## config.mk

```make
export PLATFORM = sky130hd
export DESIGN_NAME = ftma_ctrl
export DESIGN_NICKNAME = d
export VERILOG_FILES = /design/src/rtl/ftma_pkg.sv /design/src/rtl/ftma_ctrl.sv
export SDC_FILE = /design/constraint.sdc
export NUM_CORES = 1
export LEC_CHECK = 0
export BUFFER_PORTS_ARGS = -buffer_cell sky130_fd_sc_hd__buf_2
export CELL_PAD_IN_SITES_DETAIL_PLACEMENT = 1
export CELL_PAD_IN_SITES_GLOBAL_PLACEMENT = 1
export CORE_MARGIN = 2
export CORE_UTILIZATION = 37
export DETAILED_ROUTE_END_ITERATION = 7
export PLACE_DENSITY = 0.7
export RECOVER_POWER = 100
export SETUP_SLACK_MARGIN = 0.4
export SYNTH_ARGS = -nofsm -noshare
export SYNTH_HDL_FRONTEND = slang
export SYNTH_SLANG_ARGS = --single-unit
```

## constraint.sdc

```tcl
create_clock -name clk -period 1.6 [get_ports clk]
set_input_delay 0.24 -clock clk [delete_from_list [all_inputs] [get_ports clk]]
set_output_delay 0.24 -clock clk [all_outputs]
set_load 0.01 [all_outputs]
```

## src/rtl/ftma_pkg.sv

```systemverilog
package ftma_pkg;

	localparam int TIME_W = 31;
	localparam int IN_W = 64;
	localparam int CNT_W = 7;
	localparam int SUM_W = TIME_W + CNT_W;
	localparam int LANES = 3;
	localparam int DIV_STEPS = TIME_W;
	localparam int STEP_W = 5;
	localparam int S_DATA_W = LANES * IN_W;
	localparam int M_DATA_W = 200;
	localparam logic [CNT_W-1:0] WINDOW_RESET = 7'd64;
	localparam logic [TIME_W-1:0] TIME_CAP = 31'h7FFF_FFFF;

	typedef logic [TIME_W-1:0] time_t;
	typedef logic [SUM_W-1:0] sum_t;
	typedef logic [CNT_W-1:0] cnt_t;
	typedef logic [STEP_W-1:0] step_t;

	typedef enum logic [2:0] {
		S_IDLE,
		S_ACC,
		S_START,
		S_DIV,
		S_OUT
	} state_t;

	typedef struct packed {
		logic accept;
		logic acc;
		logic div_init;
		logic div_step;
		logic load_out;
	} cmd_t;

	function automatic time_t cap_time(input logic [IN_W-1:0] v);
		return (|v[IN_W-1:TIME_W]) ? TIME_CAP : v[TIME_W-1:0];
	endfunction

endpackage

```

## src/rtl/ftma_ctrl.sv

```systemverilog
module ftma_ctrl (
	input  logic             clk,
	input  logic             arst_n,
	input  logic             s_tvalid,
	output logic             s_tready,
	output logic             m_tvalid,
	input  logic             m_tready,
	output ftma_pkg::cmd_t   cmd
);

	ftma_pkg::state_t state_q, state_d;
	ftma_pkg::step_t  step_q;
	logic             out_valid_q;
	logic             out_free;

	assign out_free = !out_valid_q || m_tready;

	always_comb begin
		state_d = state_q;
		unique case (state_q)
			ftma_pkg::S_IDLE:  if (s_tvalid) state_d = ftma_pkg::S_ACC;
			ftma_pkg::S_ACC:   state_d = ftma_pkg::S_START;
			ftma_pkg::S_START: state_d = ftma_pkg::S_DIV;
			ftma_pkg::S_DIV: begin
				if (step_q == ftma_pkg::STEP_W'(ftma_pkg::DIV_STEPS - 1))
					state_d = ftma_pkg::S_OUT;
			end
			ftma_pkg::S_OUT:   if (out_free) state_d = ftma_pkg::S_IDLE;
			default:           state_d = ftma_pkg::S_IDLE;
		endcase
	end

	always_comb begin
		cmd = '0;
		s_tready = 1'b0;
		unique case (state_q)
			ftma_pkg::S_IDLE: begin
				s_tready = 1'b1;
				cmd.accept = s_tvalid;
			end
			ftma_pkg::S_ACC:   cmd.acc = 1'b1;
			ftma_pkg::S_START: cmd.div_init = 1'b1;
			ftma_pkg::S_DIV:   cmd.div_step = 1'b1;
			ftma_pkg::S_OUT:   cmd.load_out = out_free;
			default: begin
			end
		endcase
	end

	always_ff @(posedge clk or negedge arst_n) begin
		if (!arst_n) begin
			state_q <= ftma_pkg::S_IDLE;
			step_q <= '0;
			out_valid_q <= 1'b0;
		end else begin
			state_q <= state_d;
			if (cmd.div_init)
				step_q <= '0;
			else if (cmd.div_step)
				step_q <= step_q + 1'b1;
			if (cmd.load_out)
				out_valid_q <= 1'b1;
			else if (m_tready)
				out_valid_q <= 1'b0;
		end
	end

	assign m_tvalid = out_valid_q;

endmodule

```

==> results of run 1 <==
-- cells in the mapped netlist --
master / n / area share
sky130_fd_sc_hd__mux2_2: 1 / 0.022
sky130_fd_sc_hd__buf_4: 2 / 0.029
sky130_fd_sc_hd__nand3b_1: 1 / 0.015
sky130_fd_sc_hd__and2b_2: 1 / 0.017
sky130_fd_sc_hd__and2_1: 1 / 0.012
sky130_fd_sc_hd__nor3_1: 2 / 0.020
sky130_fd_sc_hd__o21ai_0: 1 / 0.0098
sky130_fd_sc_hd__inv_1: 2 / 0.015
sky130_fd_sc_hd__buf_6: 2 / 0.044
sky130_fd_sc_hd__nand4_1: 1 / 0.012
sky130_fd_sc_hd__or4_1: 2 / 0.029
sky130_fd_sc_hd__dfrtp_1: 9 / 0.44
sky130_fd_sc_hd__and3_2: 1 / 0.015
sky130_fd_sc_hd__nand2b_4: 1 / 0.027
sky130_fd_sc_hd__mux2i_1: 1 / 0.020
sky130_fd_sc_hd__a22o_2: 1 / 0.020
sky130_fd_sc_hd__nand3_1: 6 / 0.059
sky130_fd_sc_hd__ha_1: 2 / 0.049
sky130_fd_sc_hd__o31ai_1: 1 / 0.015
sky130_fd_sc_hd__a211oi_1: 1 / 0.015
sky130_fd_sc_hd__nand2_1: 6 / 0.044
sky130_fd_sc_hd__nor2_1: 5 / 0.037
sky130_fd_sc_hd__a2bb2o_1: 1 / 0.020
sky130_fd_sc_hd__nand2b_1: 1 / 0.012
-- registers in the layout (all words and copies together), names as in the netlist --
register and count:
state_q 3, step_q 5, m_tvalid 1
-- metal layers --
layer / vias to the layer above / track usage
met5: - / 0
met4: 0 / 0.0484
met3: 4 / 0.0652
met2: 9 / 0.320
met1: 223 / 0.271
li1: 223 / -
-- kinds of logic (layout without fill, tap and decap cells) --
logic type | after synthesis | after routing | share of synthesized area
AND/OR/NAND/NOR | 28 | 28 | 0.300
flip-flops | 9 | 9 | 0.442
buffers and inverters | 6 | 27 | 0.0884
multiplexers | 2 | 2 | 0.0418
AO/OA/AOI/OAI | 5 | 5 | 0.0786
adder cells (fa/ha/maj) | 2 | 2 | 0.0491
-- final timing paths --
kind                                 start          to  slack (ns)  cells after the start
worst max-delay path            state_q[1]      cmd[0]        0.07                      3
worst min-delay path              s_tvalid  state_q[0]        0.20                      3
worst max register to register  state_q[1]   step_q[3]        0.17                      5
worst min register to register    m_tvalid    m_tvalid        0.56                      2
max in group asynchronous           arst_n  state_q[0]        0.81                      2
min in group asynchronous           arst_n   step_q[1]        0.43                      2
-- area by class of cell --
class / instances / area [sq um] / share of cell area
timing repair buffer: 21 / 144 / 0.196
sequential: 9 / 226 / 0.308
multi-input combinational: 37 / 312 / 0.423
clock inverter: 1 / 5.00 / 0.00680
clock buffer: 3 / 22.5 / 0.0306
inverter: 2 / 7.51 / 0.0102
tap: 15 / 18.8 / 0.0255
-- repair_timing --
action	4_1_cts	5_1_grt
gates resized for setup	18	10
hold buffers	1	0
pin swaps	5	5
hold endpoints to repair	9	0
setup endpoints to repair	9	12
setup buffers	9	1
-- metrics by stage --
step                      power (mW)  area [sq um]  worst slack, ns  cells
after floorplan                0.680           514            0.345     52
after global placement         0.734           546            0.299     73
after detailed placement       0.733           546            0.275     73
after CTS                       1.08           704            0.171     87
after global routing            1.29           736           0.0497     88
final                           1.20           736           0.0678     88
-- where the power goes --
group	total, mW	leakage, nW	internal (mW)	switching [mW]
Clock	0.185	0.0177	0.0926	0.0923
Sequential	0.420	0.106	0.310	0.110
Combinational	0.593	0.214	0.331	0.262
-- worst max-delay path, stage by stage, from the launching register on --
cell and delay (ns):
sky130_fd_sc_hd__dfrtp_1 0.47, sky130_fd_sc_hd__nor2_1 0.23, sky130_fd_sc_hd__and3_2 0.20, sky130_fd_sc_hd__buf_2 0.12
==> run metrics, run 1 <==
run status=completed; most common cell after layout, fill and taps aside=sky130_fd_sc_hd__dfrtp_1; share of final-layout standard cells stronger than drive strength 1=0.507; post-synthesis sequential element count=9; average via count per standard cell=5.22; vias after detailed routing=459; number of failing setup endpoints in the final timing report=0; average wire per standard cell=16.2 um; CORE AREA=1300 sq um; port bufs=10; fmax=0.653 GHz; highest layer used for signal routing=met4; pin slew with the least headroom to its limit=0.486 ns; total of fill cells in the finished design=149; post-synthesis instance total=52; Max Fanout on Critical Path=6; wirelength, routed=1430 um; Final Hold Violating Endpoints=0; total clock buffers created by CTS=3; core utilization of the finished layout=0.565; Total Nets Final=80; Die H=41.1 um; startpoint types=flip-flop; weighted congestion reported at the end of routability-driven placement=0.759; sequential area share after synthesis=0.442; Clock transition at path regs=0.07 ns; Crit. End Element=output pin; later-pin clock latency in the skew report=0.27 ns; number of routed nets with antenna violations=0; antenna cell count=0; normalized max-slew margin=0.676; number of global-route vias before repair=467; setup_tns=0 ns; Yosys warning total=0; maximum number of pins on one net before global-route repair=10; Max Transition Viols Final=0; wire length of the first global-routing pass=2150 um; type of the tightest min-delay check=in -> reg; master cell of the clock root buffer=sky130_fd_sc_hd__clkbuf_4; data arrival at the endpoint of the critical path=1.29 ns; Mapped Nets=58; area of the die=1690 sq um; leak pwr=0.338 nW; deepest clock path buffer count=2; post-synth design cell area=509 sq um; count of cell types in the netlist=24; DRC marker count from the first detailed-route iteration=6; unrepaired setup endpoints after global routing=yes; fin crit period=1.53 ns; power density over the cells=1630 nW/um^2; Die Span X=41.1 um; number of levels in the clock H-tree=1; clock sink count=9; Critical Setup Path Class=reg -> out; DRC errors left=0; effective utilization at floorplan=0.391; wire length the detailed router placed on met1=655 um; clock skew=0.00973 ns; remaining global-route overflow=0; max-capacitance violation count=0; IO Count=11; Cell Rows=13; worst-case vdd ir drop=824 uV; Total Routing Usage GR=0.204; ratio of final minimum period to clock period=0.958; routed length on met3=48 um; Area growth, synth to finish=44.5%; synthesized area per cell=9.79 sq um; Worst Hold Slack=0.196 ns; most frequent cells in the layout=sky130_fd_sc_hd__dfrtp_1 (8), sky130_fd_sc_hd__nand2_1 (6), sky130_fd_sc_hd__buf_4 (6); CTS tree=yes; initial antenna violation count=0; met2 wire length=705 um; Required @ worst endpoint=1.36 ns; HPWL after DPL=755 um; number of iterations in the first detailed-routing pass=3
(Power assumes the default switching activity.)
==> inputs of run 2 (changes only) <==
--- a/config.mk
+++ b/config.mk
@@ -13,6 +13,7 @@
 export DETAILED_ROUTE_END_ITERATION = 7
 export PLACE_DENSITY = 0.7
 export RECOVER_POWER = 100
+export REMOVE_ABC_BUFFERS = 1
 export SETUP_SLACK_MARGIN = 0.4
 export SYNTH_ARGS = -nofsm -noshare
 export SYNTH_HDL_FRONTEND = slang
==> run metrics, run 2 (synthesized netlist as in run 1, its figures left out) <==
run status=completed; vias after detailed routing=457; Max Transition Viols Final=0; total of fill cells in the finished design=156; Total Routing Usage GR=0.189; HPWL after DPL=736 um; Cell Chain, Critical Path=nor3_1 > and2_0 > buf_2; fmax=0.686 GHz; average wire per standard cell=15.0 um; # placed instances=73; register ranked first by flip-flop count=step_q; power density over the cells=1530 nW/um^2; data arrival at the endpoint of the critical path=1.22 ns; share of final-layout standard cells stronger than drive strength 1=0.408; crit path max-delay cell type=sky130_fd_sc_hd__dfrtp_2; number of levels in the clock H-tree=1; Final Hold Violating Endpoints=0; port bufs=10; clock skew=0.00363 ns; master cell of the clock root buffer=sky130_fd_sc_hd__clkbuf_4; deepest clock path buffer count=2; unrepaired setup endpoints after global routing=yes; Total Nets Final=83; wire length of the first global-routing pass=1910 um; flip-flop count of the largest register after layout=5; effective utilization at floorplan=0.391; number of iterations in the first detailed-routing pass=2; initial antenna violation count=0; wirelength, routed=1370 um; Die H=41.1 um; CTS tree=yes; type of the tightest min-delay check=in -> reg; Area growth, synth to finish=38.3%; worst-case vdd ir drop=729 uV; number of routed nets with antenna violations=0; final design instance area without fill=704 sq um; Required @ worst endpoint=1.36 ns; Max Fanout on Critical Path=5; ratio of final minimum period to clock period=0.911; most common cell after layout, fill and taps aside=sky130_fd_sc_hd__buf_4; total clock buffers created by CTS=3; placement-stage cell area=541 sq um; Crit. End Element=output pin; leak pwr=0.331 nW; startpoint types=flip-flop; Tot Pwr=1.08 mW; setup_tns=0 ns; maximum number of pins on one net before global-route repair=10; area of the die=1690 sq um; number of failing setup endpoints in the final timing report=0; DRC marker count from the first detailed-route iteration=3; IO Count=11; max-capacitance violation count=0; CORE AREA=1300 sq um; area used by multi-input combinational logic=267 sq um; pin slew with the least headroom to its limit=0.529 ns; clock sink count=9; average via count per standard cell=5.02; DRC errors left=0; number of global-route vias before repair=425; Critical Setup Path Class=reg -> out; Seq. cell area=228 sq um; later-pin clock latency in the skew report=0.26 ns; Cell Rows=13; post-route insts no fill=91; antenna cell count=0; most frequent cells in the layout=sky130_fd_sc_hd__buf_4 (11), sky130_fd_sc_hd__clkbuf_1 (7), sky130_fd_sc_hd__dfrtp_1 (7); normalized max-slew margin=0.647; Die Span X=41.1 um; Clock transition at path regs=0.06 ns; fin crit period=1.46 ns; largest stage delay on the critical path=0.45 ns; remaining global-route overflow=0; weighted congestion reported at the end of routability-driven placement=0.704
-- run 2: changes by cell type in the layout (fill, tap and decap cells not counted), sizes merged --
cell    previous run  this run
buf               15        17
clkbuf             8        10
clkinv             1         0
-- run 2: area by class of cell --
class                   instances  share of cell area
clock buffers                   4              0.0373
inverters                       2              0.0107
multi-input cells              37               0.378
flip-flops and latches          9               0.323
well taps                      15              0.0266
repair buffers                 24               0.224
-- run 2: routing by layer --
metal / vias up / share of wire / routed length (um) / global-route usage
met5: - / 0 / 0 / 0
met2: 10 / 0.49 / 675 / 0.332
met1: 218 / 0.45 / 612 / 0.197
li1: 227 / - / - / -
met3: 2 / 0.048 / 65 / 0.0978
met4: 0 / 0.0088 / 12 / 0.0484
-- run 2: repair_timing --
action	in CTS	in global routing
setup endpoints to repair	8	11
pin swaps	4	4
hold buffers	1	0
gates resized for setup	7	11
endpoints found under the hold margin	9	0
buffers inserted	10	3
-- run 2: where the power goes --
| part | total, mW | switching (mW) | internal (mW) |
|---|---|---|---|
| clock | 0.175 | 0.0793 | 0.0961 |
| sequential | 0.428 | 0.117 | 0.311 |
| combinational | 0.477 | 0.204 | 0.273 |
-- run 2: worst paths after layout --
| kind | to | cells past startpoint | startpoint | slack [ns] |
|---|---|---|---|---|
| max | cmd[4] | 3 | state_q[0] | 0.14 |
| min | state_q[0] | 3 | s_tvalid | 0.21 |
| max reg2reg | step_q[3] | 4 | state_q[2] | 0.32 |
| min reg2reg | m_tvalid | 2 | m_tvalid | 0.53 |
| max in group asynchronous | state_q[1] | 2 | arst_n | 0.76 |
| min in group asynchronous | step_q[2] | 2 | arst_n | 0.46 |
-- run 2: critical path, delay by kind of cell, from the launching register on --
kind | cells | cell delay (ns)
buf+inv | 1 | 0.13
flops | 1 | 0.45
simple gates | 2 | 0.38
-- run 2: metrics by stage --
step                      setup slack [ns]   util  hold WS, ns
final                                0.142  0.541        0.205
after global routing                0.0883  0.541        0.239
after CTS                            0.191  0.515        0.202
after detailed placement             0.278  0.415        0.106
after global placement               0.301  0.415        0.108
after floorplan                      0.329      -      -0.0556
==> inputs of run 3 (changes only) <==
--- a/config.mk
+++ b/config.mk
@@ -5,13 +5,14 @@
 export SDC_FILE = /design/constraint.sdc
 export NUM_CORES = 1
 export LEC_CHECK = 0
+export ABC_AREA = 1
 export BUFFER_PORTS_ARGS = -buffer_cell sky130_fd_sc_hd__buf_2
 export CELL_PAD_IN_SITES_DETAIL_PLACEMENT = 1
 export CELL_PAD_IN_SITES_GLOBAL_PLACEMENT = 1
 export CORE_MARGIN = 2
-export CORE_UTILIZATION = 37
+export CORE_UTILIZATION = 36
 export DETAILED_ROUTE_END_ITERATION = 7
-export PLACE_DENSITY = 0.7
+export PLACE_DENSITY = 0.8
 export RECOVER_POWER = 100
 export REMOVE_ABC_BUFFERS = 1
 export SETUP_SLACK_MARGIN = 0.4
==> run metrics, run 3 <==
setup_tns=0 ns; average wire per standard cell=15.5 um; type of the tightest min-delay check=in -> reg; number of levels in the clock H-tree=1; Total Routing Usage GR=0.178; synthesized area per cell=8.03 sq um; flip-flop count of the largest register after layout=5; remaining global-route overflow=0; share of final-layout standard cells stronger than drive strength 1=0.422; sequential share of power=0.279; pin slew with the least headroom to its limit=0.505 ns; wire length of the first global-routing pass=2310 um; clock power share=0.117; post-synthesis instance total=65; leak pwr=0.392 nW; most common cell after layout, fill and taps aside=sky130_fd_sc_hd__nand2_1; area of the die=1770 sq um; IO Count=11; fin crit period=1.46 ns; deepest clock path buffer count=2; Area growth, synth to finish=42.2%; startpoint types=flip-flop; maximum number of pins on one net before global-route repair=10; clock sink count=9; fraction of power spent switching nets=0.453; Tot Pwr=1.60 mW; number of failing setup endpoints in the final timing report=0; top post-synthesis cells by count=sky130_fd_sc_hd__nand2_1 (14), sky130_fd_sc_hd__inv_1 (10), sky130_fd_sc_hd__dfrtp_1 (9); number of routed nets with antenna violations=0; max-capacitance violation count=0; master cell of the clock root buffer=sky130_fd_sc_hd__clkbuf_4; vias after detailed routing=511; later-pin clock latency in the skew report=0.27 ns; number of buffer and inverter stages on the critical path=3; largest stage delay on the critical path=0.47 ns; port bufs=10; clock skew=0.00622 ns; average via count per standard cell=4.87; core utilization of the finished layout=0.556; ratio of final minimum period to clock period=0.911; post-synth design cell area=522 sq um; initial antenna violation count=0; power density over the cells=2160 nW/um^2; Int Pwr=875 uW; Yosys warning total=0; sequential area share after synthesis=0.432; power spent charging and discharging nets=725 uW; CORE AREA=1330 sq um; Critical Setup Path Class=reg -> out; weighted congestion reported at the end of routability-driven placement=0.675; antenna cell count=0; count of cell types in the netlist=19; dominant cells by area after synthesis=sky130_fd_sc_hd__dfrtp_1 (43%), sky130_fd_sc_hd__nand2_1 (10%), sky130_fd_sc_hd__inv_1 (7.2%); crit path max-delay cell type=sky130_fd_sc_hd__dfrtp_1; Max Transition Viols Final=0; dominant register cell in the synthesized netlist=sky130_fd_sc_hd__dfrtp_1; Die H=42.1 um; fmax=0.686 GHz; post-synthesis sequential element count=9; HPWL after DPL=933 um; DRC errors left=0; most used cell, CP=sky130_fd_sc_hd__buf_6; CTS tree=yes; number of global-route vias before repair=525; data arrival at the endpoint of the critical path=1.22 ns; Cell Chain, Critical Path=buf_6 > nand3_1 > inv_4 > buf_6; worst-case vdd ir drop=815 uV; Max Fanout on Critical Path=4; effective utilization at floorplan=0.391; Clock transition at path regs=0.07 ns; normalized max-slew margin=0.663; post-synth top area share=0.432; Required @ worst endpoint=1.36 ns; Crit. End Element=output pin; wirelength, routed=1620 um; dominant cell type by area after synthesis=sky130_fd_sc_hd__dfrtp_1; most frequent cell after synthesis=sky130_fd_sc_hd__nand2_1; FFs w/ async S/R, synth=1.00; number of synthesized flops with an enable pin=0; Cell Rows=13; relative contribution of combinational cells to total power=0.604; Final Hold Violating Endpoints=0; total clock buffers created by CTS=3; most frequent cells in the layout=sky130_fd_sc_hd__nand2_1 (10), sky130_fd_sc_hd__nand3_1 (8), sky130_fd_sc_hd__dfrtp_1 (8), sky130_fd_sc_hd__buf_4 (8), sky130_fd_sc_hd__inv_1 (7); number of iterations in the first detailed-routing pass=4; Die Span X=42.1 um; unrepaired setup endpoints after global routing=yes; register ranked first by flip-flop count=step_q; Worst Hold Slack=0.198 ns; DRC marker count from the first detailed-route iteration=6; cell family with most CP delay=flip-flops; Total Nets Final=97; run status=completed
## run 3: per-stage QoR
step | worst slack, ns | cell area, sq um | std cells
3_3_place_gp | 0.457 | 583 | 89
5_1_grt | 0.0974 | 742 | 105
4_1_cts | 0.218 | 701 | 101
3_5_place_dp | 0.420 | 583 | 89
6_report | 0.143 | 742 | 105
2_1_floorplan | 0.518 | 514 | 64
## run 3: final timing paths
| check | startpoint | end | slack, ns | depth (start not counted) |
|---|---|---|---|---|
| setup / recovery | state_q[1] | cmd[1] | 0.14 | 4 |
| hold / removal | m_tready | m_tvalid | 0.20 | 2 |
| setup reg to reg | state_q[1] | step_q[0] | 0.19 | 6 |
| hold reg to reg | step_q[0] | step_q[0] | 0.57 | 3 |
| max in group asynchronous | arst_n | state_q[0] | 0.79 | 2 |
| min in group asynchronous | arst_n | step_q[4] | 0.44 | 2 |
## run 3: power by group through the flow
stage               logic [mW]  clock network (mW)  registers, mW
floorplan                0.424                   0          0.420
global placement         0.575                   0          0.431
detailed placement       0.602                   0          0.440
CTS                      0.788               0.187          0.465
global route              1.05               0.196          0.460
finish                   0.967               0.187          0.446
## run 3: area by class of cell
class	instances	area, sq um
multi-input cells	43	258
clock buffers	3	22.5
repair buffers	22	164
clock inverters	1	5.00
well taps	15	18.8
flip-flops and latches	9	226
inverters	12	47.5
fillers	175	592
## run 3: metal layers
layer	up-vias	wire length, um	global-route usage
met1	249	617	0.193
met5	-	0	0
met3	0	53	0.0517
met2	10	951	0.347
li1	252	-	-
met4	0	0	0.0188
## run 3: what timing repair did
action	4_1_cts	5_1_grt
hold buffers	1	0
gates resized for setup	9	13
buffers inserted	7	4
endpoints found under the hold margin	9	0
pin swaps	3	4
setup endpoints to repair	6	8
## run 3: logic make-up (layout without fill, tap and decap cells)
| group | after synthesis | after routing | synth area share |
|---|---|---|---|
| adder cells (fa/ha/maj) | 2 | 2 | 0.0480 |
| XOR/XNOR | 1 | 1 | 0.0168 |
| AO/OA/AOI/OAI | 7 | 7 | 0.0815 |
| flip-flops | 9 | 9 | 0.432 |
| AND/OR/NAND/NOR | 33 | 33 | 0.317 |
| buffers and inverters | 13 | 38 | 0.106 |
